--- src/hw/rtl/adnp_pkg.sv ---
`default_nettype none

package adnp_pkg;

   // defaults for the top-level parameters
   localparam int MANTISSA_WIDTH_DEFAULT      = 63;
   localparam int MAX_FRACTION_DIGITS_DEFAULT = 31;

   // fixed field widths
   localparam int CHAR_WIDTH  = 8;
   localparam int VALUE_WIDTH = 64;
   localparam int FRAC_WIDTH  = 5;

   // result queue
   localparam int QUEUE_DEPTH = 4;

   // character codes
   localparam logic [CHAR_WIDTH-1:0] CHAR_ZERO  = 8'h30;
   localparam logic [CHAR_WIDTH-1:0] CHAR_NINE  = 8'h39;
   localparam logic [CHAR_WIDTH-1:0] CHAR_MINUS = 8'h2d;
   localparam logic [CHAR_WIDTH-1:0] CHAR_PLUS  = 8'h2b;
   localparam logic [CHAR_WIDTH-1:0] CHAR_POINT = 8'h2e;
   localparam logic [CHAR_WIDTH-1:0] CHAR_TAB   = 8'h09;
   localparam logic [CHAR_WIDTH-1:0] CHAR_CR    = 8'h0d;
   localparam logic [CHAR_WIDTH-1:0] CHAR_SPACE = 8'h20;

   typedef enum logic [1:0] {
      KIND_NUMBER  = 2'd0,
      KIND_INVALID = 2'd1,
      KIND_END     = 2'd2
   } kind_type;

   typedef struct packed {
      kind_type               kind;
      logic [VALUE_WIDTH-1:0] value;
      logic [FRAC_WIDTH-1:0]  frac;
      logic                   ovf;
      logic                   last;
   } result_type;

   // results produced by one accepted transaction (count is 0, 1 or 2)
   typedef struct packed {
      logic [1:0] count;
      result_type first;
      result_type second;
   } push_type;

   function automatic logic is_digit(input logic [CHAR_WIDTH-1:0] c);
      return c inside {[CHAR_ZERO:CHAR_NINE]};
   endfunction

   function automatic logic is_space(input logic [CHAR_WIDTH-1:0] c);
      return c inside {[CHAR_TAB:CHAR_CR], CHAR_SPACE};
   endfunction

endpackage

`default_nettype wire

--- src/hw/rtl/adnp_parse_core.sv ---
`default_nettype none

module adnp_parse_core
   import adnp_pkg::*;
#(
   parameter int MANTISSA_WIDTH      = MANTISSA_WIDTH_DEFAULT,
   parameter int MAX_FRACTION_DIGITS = MAX_FRACTION_DIGITS_DEFAULT
) (
   input  wire logic                  clock,
   input  wire logic                  reset,
   input  wire logic                  in_accept,
   input  wire logic                  in_end,
   input  wire logic [CHAR_WIDTH-1:0] in_char,
   output push_type                   push
);

   localparam int CW = $clog2(MAX_FRACTION_DIGITS + 1);
   localparam int PW = MANTISSA_WIDTH + 4;
   localparam int MW = MANTISSA_WIDTH;

   typedef enum logic [4:0] {
      MODE_IDLE       = 5'b00001,
      MODE_SIGN       = 5'b00010,
      MODE_SIGN_POINT = 5'b00100,
      MODE_INT        = 5'b01000,
      MODE_FRAC       = 5'b10000
   } mode_type;

   mode_type        mode_ff, mode_in;
   logic            neg_ff, neg_in;
   logic [MW-1:0]   mant_ff, mant_in;
   logic [CW-1:0]   cnt_ff, cnt_in;
   logic            sat_ff, sat_in;

   logic            is_dig, is_pt, is_sgn, is_sp;
   logic [3:0]      dval;
   logic [PW-1:0]   mant_ext, prod;
   logic            prod_ovf;

   logic [MW-1:0]   int_mant;
   logic            int_sat;
   logic            frac_ok;
   logic [MW-1:0]   frac_mant;
   logic [CW-1:0]   frac_cnt;
   logic            frac_sat;

   logic [VALUE_WIDTH-1:0] num_abs;
   logic [CW+FRAC_WIDTH-1:0] cnt_wide;
   result_type      num_res, bad_res, idle_res;

   mode_type        i_mode;
   logic            i_neg;
   logic [MW-1:0]   i_mant;
   logic            i_emit;

   logic            pre_emit, post_emit;
   result_type      pre_res;

   // character classes; a digit's value is its low nibble
   assign is_dig = !in_end && is_digit(in_char);
   assign is_pt  = !in_end && (in_char == CHAR_POINT);
   assign is_sgn = !in_end && ((in_char == CHAR_PLUS) || (in_char == CHAR_MINUS));
   assign is_sp  = !in_end && is_space(in_char);
   assign dval   = in_char[3:0];

   // mantissa * 10 + digit; overflow when it exceeds 2^MW - 1
   assign mant_ext = PW'(mant_ff);
   assign prod     = (mant_ext << 3) + (mant_ext << 1) + PW'(dval);
   assign prod_ovf = |prod[PW-1:MW];

   assign int_mant  = prod_ovf ? {MW{1'b1}} : prod[MW-1:0];
   assign int_sat   = sat_ff | prod_ovf;
   assign frac_ok   = (cnt_ff < CW'(MAX_FRACTION_DIGITS)) && !prod_ovf;
   assign frac_mant = frac_ok ? prod[MW-1:0] : mant_ff;
   assign frac_cnt  = frac_ok ? cnt_ff + CW'(1) : cnt_ff;
   assign frac_sat  = sat_ff | !frac_ok;

   assign num_abs  = VALUE_WIDTH'(mant_ff);
   assign cnt_wide = (CW + FRAC_WIDTH)'(cnt_ff);

   always_comb begin
      num_res       = '0;
      num_res.kind  = KIND_NUMBER;
      num_res.value = neg_ff ? (VALUE_WIDTH'(0) - num_abs) : num_abs;
      num_res.frac  = cnt_wide[FRAC_WIDTH-1:0];
      num_res.ovf   = sat_ff;
      bad_res       = '0;
      bad_res.kind  = KIND_INVALID;
   end

   // character handled from idle
   always_comb begin
      i_mode        = MODE_IDLE;
      i_neg         = 1'b0;
      i_mant        = '0;
      i_emit        = 1'b0;
      idle_res      = '0;
      idle_res.kind = KIND_INVALID;
      if (in_end) begin
         i_emit        = 1'b1;
         idle_res.kind = KIND_END;
      end else if (is_sp) begin
         i_emit = 1'b0;
      end else if (is_dig) begin
         i_mode = MODE_INT;
         i_mant = MW'(dval);
      end else if (is_sgn) begin
         i_mode = MODE_SIGN;
         i_neg  = (in_char == CHAR_MINUS);
      end else if (is_pt) begin
         i_mode = MODE_FRAC;
      end else begin
         i_emit = 1'b1;
      end
   end

   always_comb begin
      mode_in   = mode_ff;
      neg_in    = neg_ff;
      mant_in   = mant_ff;
      cnt_in    = cnt_ff;
      sat_in    = sat_ff;
      pre_emit  = 1'b0;
      post_emit = 1'b0;
      pre_res   = bad_res;
      case (mode_ff)
         MODE_SIGN: begin
            if (is_dig) begin
               mode_in = MODE_INT;
               mant_in = int_mant;
               sat_in  = int_sat;
            end else if (is_pt) begin
               mode_in = MODE_SIGN_POINT;
            end else begin
               pre_emit  = 1'b1;
               post_emit = 1'b1;
            end
         end
         MODE_SIGN_POINT: begin
            if (is_dig) begin
               mode_in = MODE_FRAC;
               mant_in = frac_mant;
               cnt_in  = frac_cnt;
               sat_in  = frac_sat;
            end else begin
               pre_emit  = 1'b1;
               post_emit = 1'b1;
            end
         end
         MODE_INT: begin
            if (is_dig) begin
               mant_in = int_mant;
               sat_in  = int_sat;
            end else if (is_pt) begin
               mode_in = MODE_FRAC;
            end else begin
               pre_emit  = 1'b1;
               pre_res   = num_res;
               post_emit = 1'b1;
            end
         end
         MODE_FRAC: begin
            if (is_dig) begin
               mant_in = frac_mant;
               cnt_in  = frac_cnt;
               sat_in  = frac_sat;
            end else begin
               pre_emit  = 1'b1;
               pre_res   = num_res;
               post_emit = 1'b1;
            end
         end
         default: begin
            post_emit = 1'b1;
         end
      endcase
      if (post_emit) begin
         mode_in = i_mode;
         neg_in  = i_neg;
         mant_in = i_mant;
         cnt_in  = '0;
         sat_in  = 1'b0;
      end
   end

   // pack up to two results, the final one flagged
   always_comb begin
      push        = '0;
      push.first  = pre_emit ? pre_res : idle_res;
      push.second = idle_res;
      if (in_accept) begin
         push.count = 2'(pre_emit) + 2'(post_emit && i_emit);
      end
      push.first.last  = (push.count == 2'd1);
      push.second.last = 1'b1;
   end

   always_ff @(posedge clock) begin
      if (reset) begin
         mode_ff <= MODE_IDLE;
         neg_ff  <= 1'b0;
         mant_ff <= '0;
         cnt_ff  <= '0;
         sat_ff  <= 1'b0;
      end else if (in_accept) begin
         mode_ff <= mode_in;
         neg_ff  <= neg_in;
         mant_ff <= mant_in;
         cnt_ff  <= cnt_in;
         sat_ff  <= sat_in;
      end
   end

   a_sat_in_number: assert property (@(posedge clock) disable iff (reset)
      sat_ff |-> (mode_ff == MODE_INT) || (mode_ff == MODE_FRAC))
      else $error("saturation flag set outside a number");

   a_cnt_in_fraction: assert property (@(posedge clock) disable iff (reset)
      (cnt_ff != '0) |-> (mode_ff == MODE_FRAC))
      else $error("fraction digits counted outside a fraction");

   a_pair_order: assert property (@(posedge clock) disable iff (reset)
      (push.count == 2'd2) |-> (push.first.kind != KIND_END) && !push.first.last)
      else $error("end mark not in final position of a result pair");

endmodule

`default_nettype wire

--- src/hw/rtl/adnp_result_queue.sv ---
`default_nettype none

module adnp_result_queue
   import adnp_pkg::*;
(
   input  wire logic clock,
   input  wire logic reset,
   input  push_type  push,
   output logic      has_room,
   output logic      rsp_valid,
   input  wire logic rsp_ready,
   output result_type rsp_data
);

   localparam int AW = $clog2(QUEUE_DEPTH);

   result_type    entries_ff [QUEUE_DEPTH];
   logic [AW-1:0] wp_ff, wp_in, rp_ff, rp_in;
   logic [AW:0]   count_ff, count_in;
   logic          pop;

   assign rsp_valid = (count_ff != '0);
   assign rsp_data  = entries_ff[rp_ff];
   assign pop       = rsp_valid && rsp_ready;
   assign has_room  = (count_ff <= (AW + 1)'(QUEUE_DEPTH - 2));

   assign wp_in    = wp_ff + AW'(push.count);
   assign rp_in    = rp_ff + AW'(pop);
   assign count_in = count_ff + (AW + 1)'(push.count) - (AW + 1)'(pop);

   always_ff @(posedge clock) begin
      if (push.count != 2'd0) begin
         entries_ff[wp_ff] <= push.first;
      end
      if (push.count == 2'd2) begin
         entries_ff[wp_ff + AW'(1)] <= push.second;
      end
   end

   always_ff @(posedge clock) begin
      if (reset) begin
         wp_ff    <= '0;
         rp_ff    <= '0;
         count_ff <= '0;
      end else begin
         wp_ff    <= wp_in;
         rp_ff    <= rp_in;
         count_ff <= count_in;
      end
   end

   a_count_bound: assert property (@(posedge clock) disable iff (reset)
      count_ff <= (AW + 1)'(QUEUE_DEPTH))
      else $error("result queue count beyond depth");

   a_push_room: assert property (@(posedge clock) disable iff (reset)
      (push.count != 2'd0) |-> has_room)
      else $error("results pushed without room");

   a_pop_only: assert property (@(posedge clock) disable iff (reset)
      (push.count == 2'd0) && pop |=> (count_ff == $past(count_ff) - (AW + 1)'(1)))
      else $error("queue count not reduced by a lone pop");

endmodule

`default_nettype wire

--- src/hw/rtl/ascii_decimal_number_parser_unit.sv ---
`default_nettype none
// ASCII decimal number parser.
// Input stream (req_*): one transaction per character; req_tuser high marks
// end of stream and req_tdata is then ignored. Whitespace is skipped; a
// number is an optional sign, integer digits, an optional point and fraction
// digits. The character that ends a number is handled again from idle.
// Result stream (rsp_*): rsp_tuser is the kind (number, invalid, end of
// stream); rsp_tdata carries the signed mantissa, the fraction digit count
// and the overflow flag; rsp_tlast marks the final result of one input.
// Results of a transaction accepted at one edge are written to the result
// queue at that edge and offered from the next cycle if the queue was empty.
// Throughput: one character per cycle while req_tready is high, set by the single
// multiply-by-ten-and-add in the parse core; an input that yields two results is offered as two result transactions.
// A four-entry result queue separates the sides: req_tready stays high while
// it holds two or fewer results, so a stalled receiver backs up the input
// once the queue holds three results. Synchronous reset empties the queue and
// returns the parser to idle with the number state cleared.
module ascii_decimal_number_parser_unit
   import adnp_pkg::*;
#(
   parameter int MANTISSA_WIDTH      = MANTISSA_WIDTH_DEFAULT,
   parameter int MAX_FRACTION_DIGITS = MAX_FRACTION_DIGITS_DEFAULT
) (
   input  wire logic        clock,
   input  wire logic        reset,
   input  wire logic        req_tvalid,
   output logic             req_tready,
   input  wire logic [7:0]  req_tdata,   // [7:0] in_char
   input  wire logic        req_tuser,   // [0] op (1 = end of stream)
   output logic             rsp_tvalid,
   input  wire logic        rsp_tready,
   output logic [71:0]      rsp_tdata,   // [63:0] number_value, [68:64] fraction_digits,
                                         // [69] overflow, [71:70] zero
   output logic [1:0]       rsp_tuser,   // [1:0] kind
   output logic             rsp_tlast    // last_of_run
);

   push_type   push;
   result_type head;
   logic       has_room;
   logic       req_accept;

   // a transaction is taken only when the queue can absorb two results
   assign req_tready = has_room;
   assign req_accept = req_tvalid && req_tready;

   adnp_parse_core #(
      .MANTISSA_WIDTH      (MANTISSA_WIDTH),
      .MAX_FRACTION_DIGITS (MAX_FRACTION_DIGITS)
   ) u_core (
      .clock     (clock),
      .reset     (reset),
      .in_accept (req_accept),
      .in_end    (req_tuser),
      .in_char   (req_tdata),
      .push      (push)
   );

   adnp_result_queue u_queue (
      .clock     (clock),
      .reset     (reset),
      .push      (push),
      .has_room  (has_room),
      .rsp_valid (rsp_tvalid),
      .rsp_ready (rsp_tready),
      .rsp_data  (head)
   );

   assign rsp_tdata = {2'b00, head.ovf, head.frac, head.value};
   assign rsp_tuser = head.kind;
   assign rsp_tlast = head.last;

endmodule

`default_nettype wire

--- config.mk ---
export PLATFORM = sky130hd
export DESIGN_NAME = ascii_decimal_number_parser_unit
export DESIGN_NICKNAME = d
export VERILOG_FILES = /design/src/hw/rtl/adnp_pkg.sv /design/src/hw/rtl/adnp_parse_core.sv /design/src/hw/rtl/adnp_result_queue.sv /design/src/hw/rtl/ascii_decimal_number_parser_unit.sv
export SDC_FILE = /design/constraint.sdc
export NUM_CORES = 1
export LEC_CHECK = 0
export BUFFER_PORTS_ARGS = -buffer_cell sky130_fd_sc_hd__buf_4
export CORE_AREA = 4 4 190 210
export CTS_CLUSTER_DIAMETER = 120
export DETAILED_ROUTE_END_ITERATION = 8
export DIE_AREA = 0 0 194 214
export PLACE_DENSITY = 0.74
export SYNTH_ARGS = -nofsm -noshare
export SYNTH_HDL_FRONTEND = slang
export SYNTH_SLANG_ARGS = --single-unit
--- constraint.sdc ---
create_clock -name clock -period 3.8 [get_ports clock]
set_input_delay 0.19 -clock clock [delete_from_list [all_inputs] [get_ports clock]]
set_output_delay 0.19 -clock clock [all_outputs]
set_load 0.05 [all_outputs]
==> flow_summary.ini <==
[run_status]
status = complete, but fails checks
violations = setup timing

[drt]
drtPass1Iterations = 6
route.detailed.drc = 0
num_vias = 18800
route.detailed.wl_per_inst_um = 20.7
antenna_left = 0
drtIter0Drc = 1531
wl_um = 62400
routed_via_density = 6.23

[synthesis]
synth_edf_count = 8
yosysSeqAreaShare = 0.369
syn_area_um2 = 20500
synth-main-ff-cell = dfxtp_1
avgSynthCellArea_um2 = 9.27
yosys.area.top_type = dfxtp_1
synthTopCellsByArea = dfxtp_1, ha_1, mux4_2
yosys_warnings = 0
synth-seq-cells = 374
synth_cell_types = 75
synthCells = 2211
synth_top_area_frac = 0.358
ys_async_sr_fraction = 0

[sta]
min_period_ns = 4.10
tightest_slew_ns = 1.05
slew_violations = 0
fin_crit_sh = 1.08
setup_ws_ns = -0.303
slew_headroom = 0.303
holdWs_ns = 0.0389
rsz0062_at_grt = yes
finClkSkew_ns = 0.0198
hold_violations = 0
setup_viol = 68
fmax_mhz = 244

[layout]
finalNetCount = 2635
fill_cells = 2953
final_common_cell = buf_4
layout_common_cells = buf_4, dfxtp_1, nand2_1
antenna_cells = 0
area_growth_syn_to_layout_pct = 23.3
instances_no_fill = 3014
drive_gt1_frac = 0.231

[min_path]
hold_start = reset
worstHoldPathType = in2reg
min_path_cells = 2
holdPathEnd = u_core.mode_ff[1]

[power]
ir_worst_vdd_v = 0.000520
p_leak_uw = 0.0107
power-per-cell-area_nw_per_um2 = 381

[global_route]
track_usage = 0.287
grt_pass1_vias = 18400
antenna_found_initial = 0
grt_pass1_wl_um = 99200
grt_overflow = 0
grt_max_degree = 66

[cts]
clock_path_buffers = 3
root_buffer = clkbuf_16
cts_tree = built
clk_pin_slew_ns = 0.06
cts_buffers = 36
worstSkewPairLatency_ns = 0.54
clock_sinks = 374
cts.htree.levels = 2

[placed_design]
port_buffers = 87
dp_cells = 2929
place.gp.congestion = 0.984
hpwl_um = 45300

[floorplanning]
fp.dieH_um = 214
core_um2 = 37900
initial_core_util = 0.540
fp.dieArea_um2 = 41500
die_width_um = 194
std_cell_rows = 75
pin_count = 90

[worst_setup_path]
critPathCaptureType = flip-flop
required_ns = 4.20
r2r_end = u_core.mant_ff[61]
ff2ff_setup_slack_ns = -0.30
path_max_fanout = 34
crit_arrival_ns = 4.51
r2r_cells = 15
critical_path_class = reg2reg
worst_setup_path_start_kind = flip-flop
reg2reg_from = u_core.mant_ff[2]

[run]
drv_cap = 0
stage by stage:
step	worst slack [ns]	total power [µW]	cell area, µm²	utilization	TNS, ns
floorplan	-0.0166	5210	20500	-	-0.0520
global placement	-0.326	5810	23600	0.621	-18.30
detailed placement	-0.389	5840	23600	0.621	-24.36
CTS	-0.295	9590	25100	0.661	-17.56
global route	-0.420	9920	25300	0.666	-25.57
finish	-0.303	9620	25300	0.666	-17.09
repair_timing:
item / CTS / global route
buffers inserted: 14 / 6
cloned: 0 / 1
hold buffers: 0 / 0
resized for setup: 26 / 29
pin swaps: 14 / 18
endpoints found under the setup margin: 72 / 182
endpoints found under the hold margin: 0 / 0
layout make-up:
type | instances | area, µm² | share of cell area
multi-input combinational | 1658 | 12600 | 0.499
sequential | 374 | 7580 | 0.300
timing repair buffer | 385 | 3080 | 0.122
clock buffer | 53 | 1060 | 0.0418
tap | 500 | 626 | 0.0248
clock inverter | 13 | 186 | 0.00738
inverter | 31 | 116 | 0.00461
synthesized netlist by cell type (11+ instances only):
library cell,number
a211oi_1,11
a21o_1,30
a21oi_1,113
a22o_1,129
a32o_1,32
and2_1,13
and3_1,11
buf_1,11
clkbuf_1,128
dfxtp_1,366
ha_1,133
inv_1,31
mux4_2,73
nand2_1,243
nand2b_1,13
nand3_1,28
nand4_1,24
nor2_1,164
nor2b_1,20
nor3_1,33
nor4_1,15
o21a_1,14
o21ai_0,196
o21bai_1,13
o2bb2ai_1,59
o31ai_1,22
or4_1,11
xnor2_1,50
xor2_1,77
critical path, stage by stage, from the launching register on:
cell       delay (ns)
dfxtp_4          0.36
fa_1             0.45
ha_1             0.30
a21o_1           0.18
nand3_2          0.08
a211o_1          0.18
or3b_4           0.41
a41o_1           0.24
a311o_1          0.28
a211oi_2         0.29
buf_4            0.20
nand4b_1         0.16
a31o_4           0.32
nor2b_4          0.17
buf_12           0.19
o2bb2ai_1        0.14
report_power, final:
part / total [µW] / switching (µW) / internal, µW
Combinational: 1680 / 1050 / 632
Sequential: 4180 / 189 / 3990
Clock: 3760 / 1540 / 2220
Total: 9620 / 2780 / 6840
metal layers:
metal  routed length, µm  global-route usage
met1               27500               0.408
met2               29400               0.469
met3                4290              0.0368
met4                1280              0.0694
met5                   0                   0
worst max-delay path by stage:
stage | from | end | cells after the start
3_3_place_gp | u_core.mant_ff[0] | u_core.cnt_ff[4] | 14
2_1_floorplan | req_tdata[4] | u_queue.entries_ff[0][71] | 17
5_1_grt | u_core.mant_ff[2] | u_core.mant_ff[61] | 15
4_1_cts | u_core.mant_ff[2] | u_core.mant_ff[61] | 15
3_5_place_dp | u_core.mant_ff[4] | u_core.cnt_ff[4] | 14
6_report | u_core.mant_ff[2] | u_core.mant_ff[61] | 15
registers in the layout (all words and copies together) (netlist names):
register            cells
u_queue.wp_ff           2
u_core.mant_ff         63
u_queue.entries_ff    292
u_core.sat_ff           1
u_core.neg_ff           1
u_queue.rp_ff           2
u_core.mode_ff          5
u_queue.count_ff        3
u_core.cnt_ff           5
kinds of logic after synthesis:
| family | synth area share |
|---|---|
| AO/OA/AOI/OAI | 0.234 |
| XOR/XNOR | 0.0543 |
| adder cells (fa/ha/maj) | 0.0842 |
| buffers and inverters | 0.0347 |
| flip-flops | 0.369 |
| multiplexers | 0.0843 |
| other | 0.000183 |
| AND/OR/NAND/NOR | 0.139 |
Power figures use the tool's default switching activity.
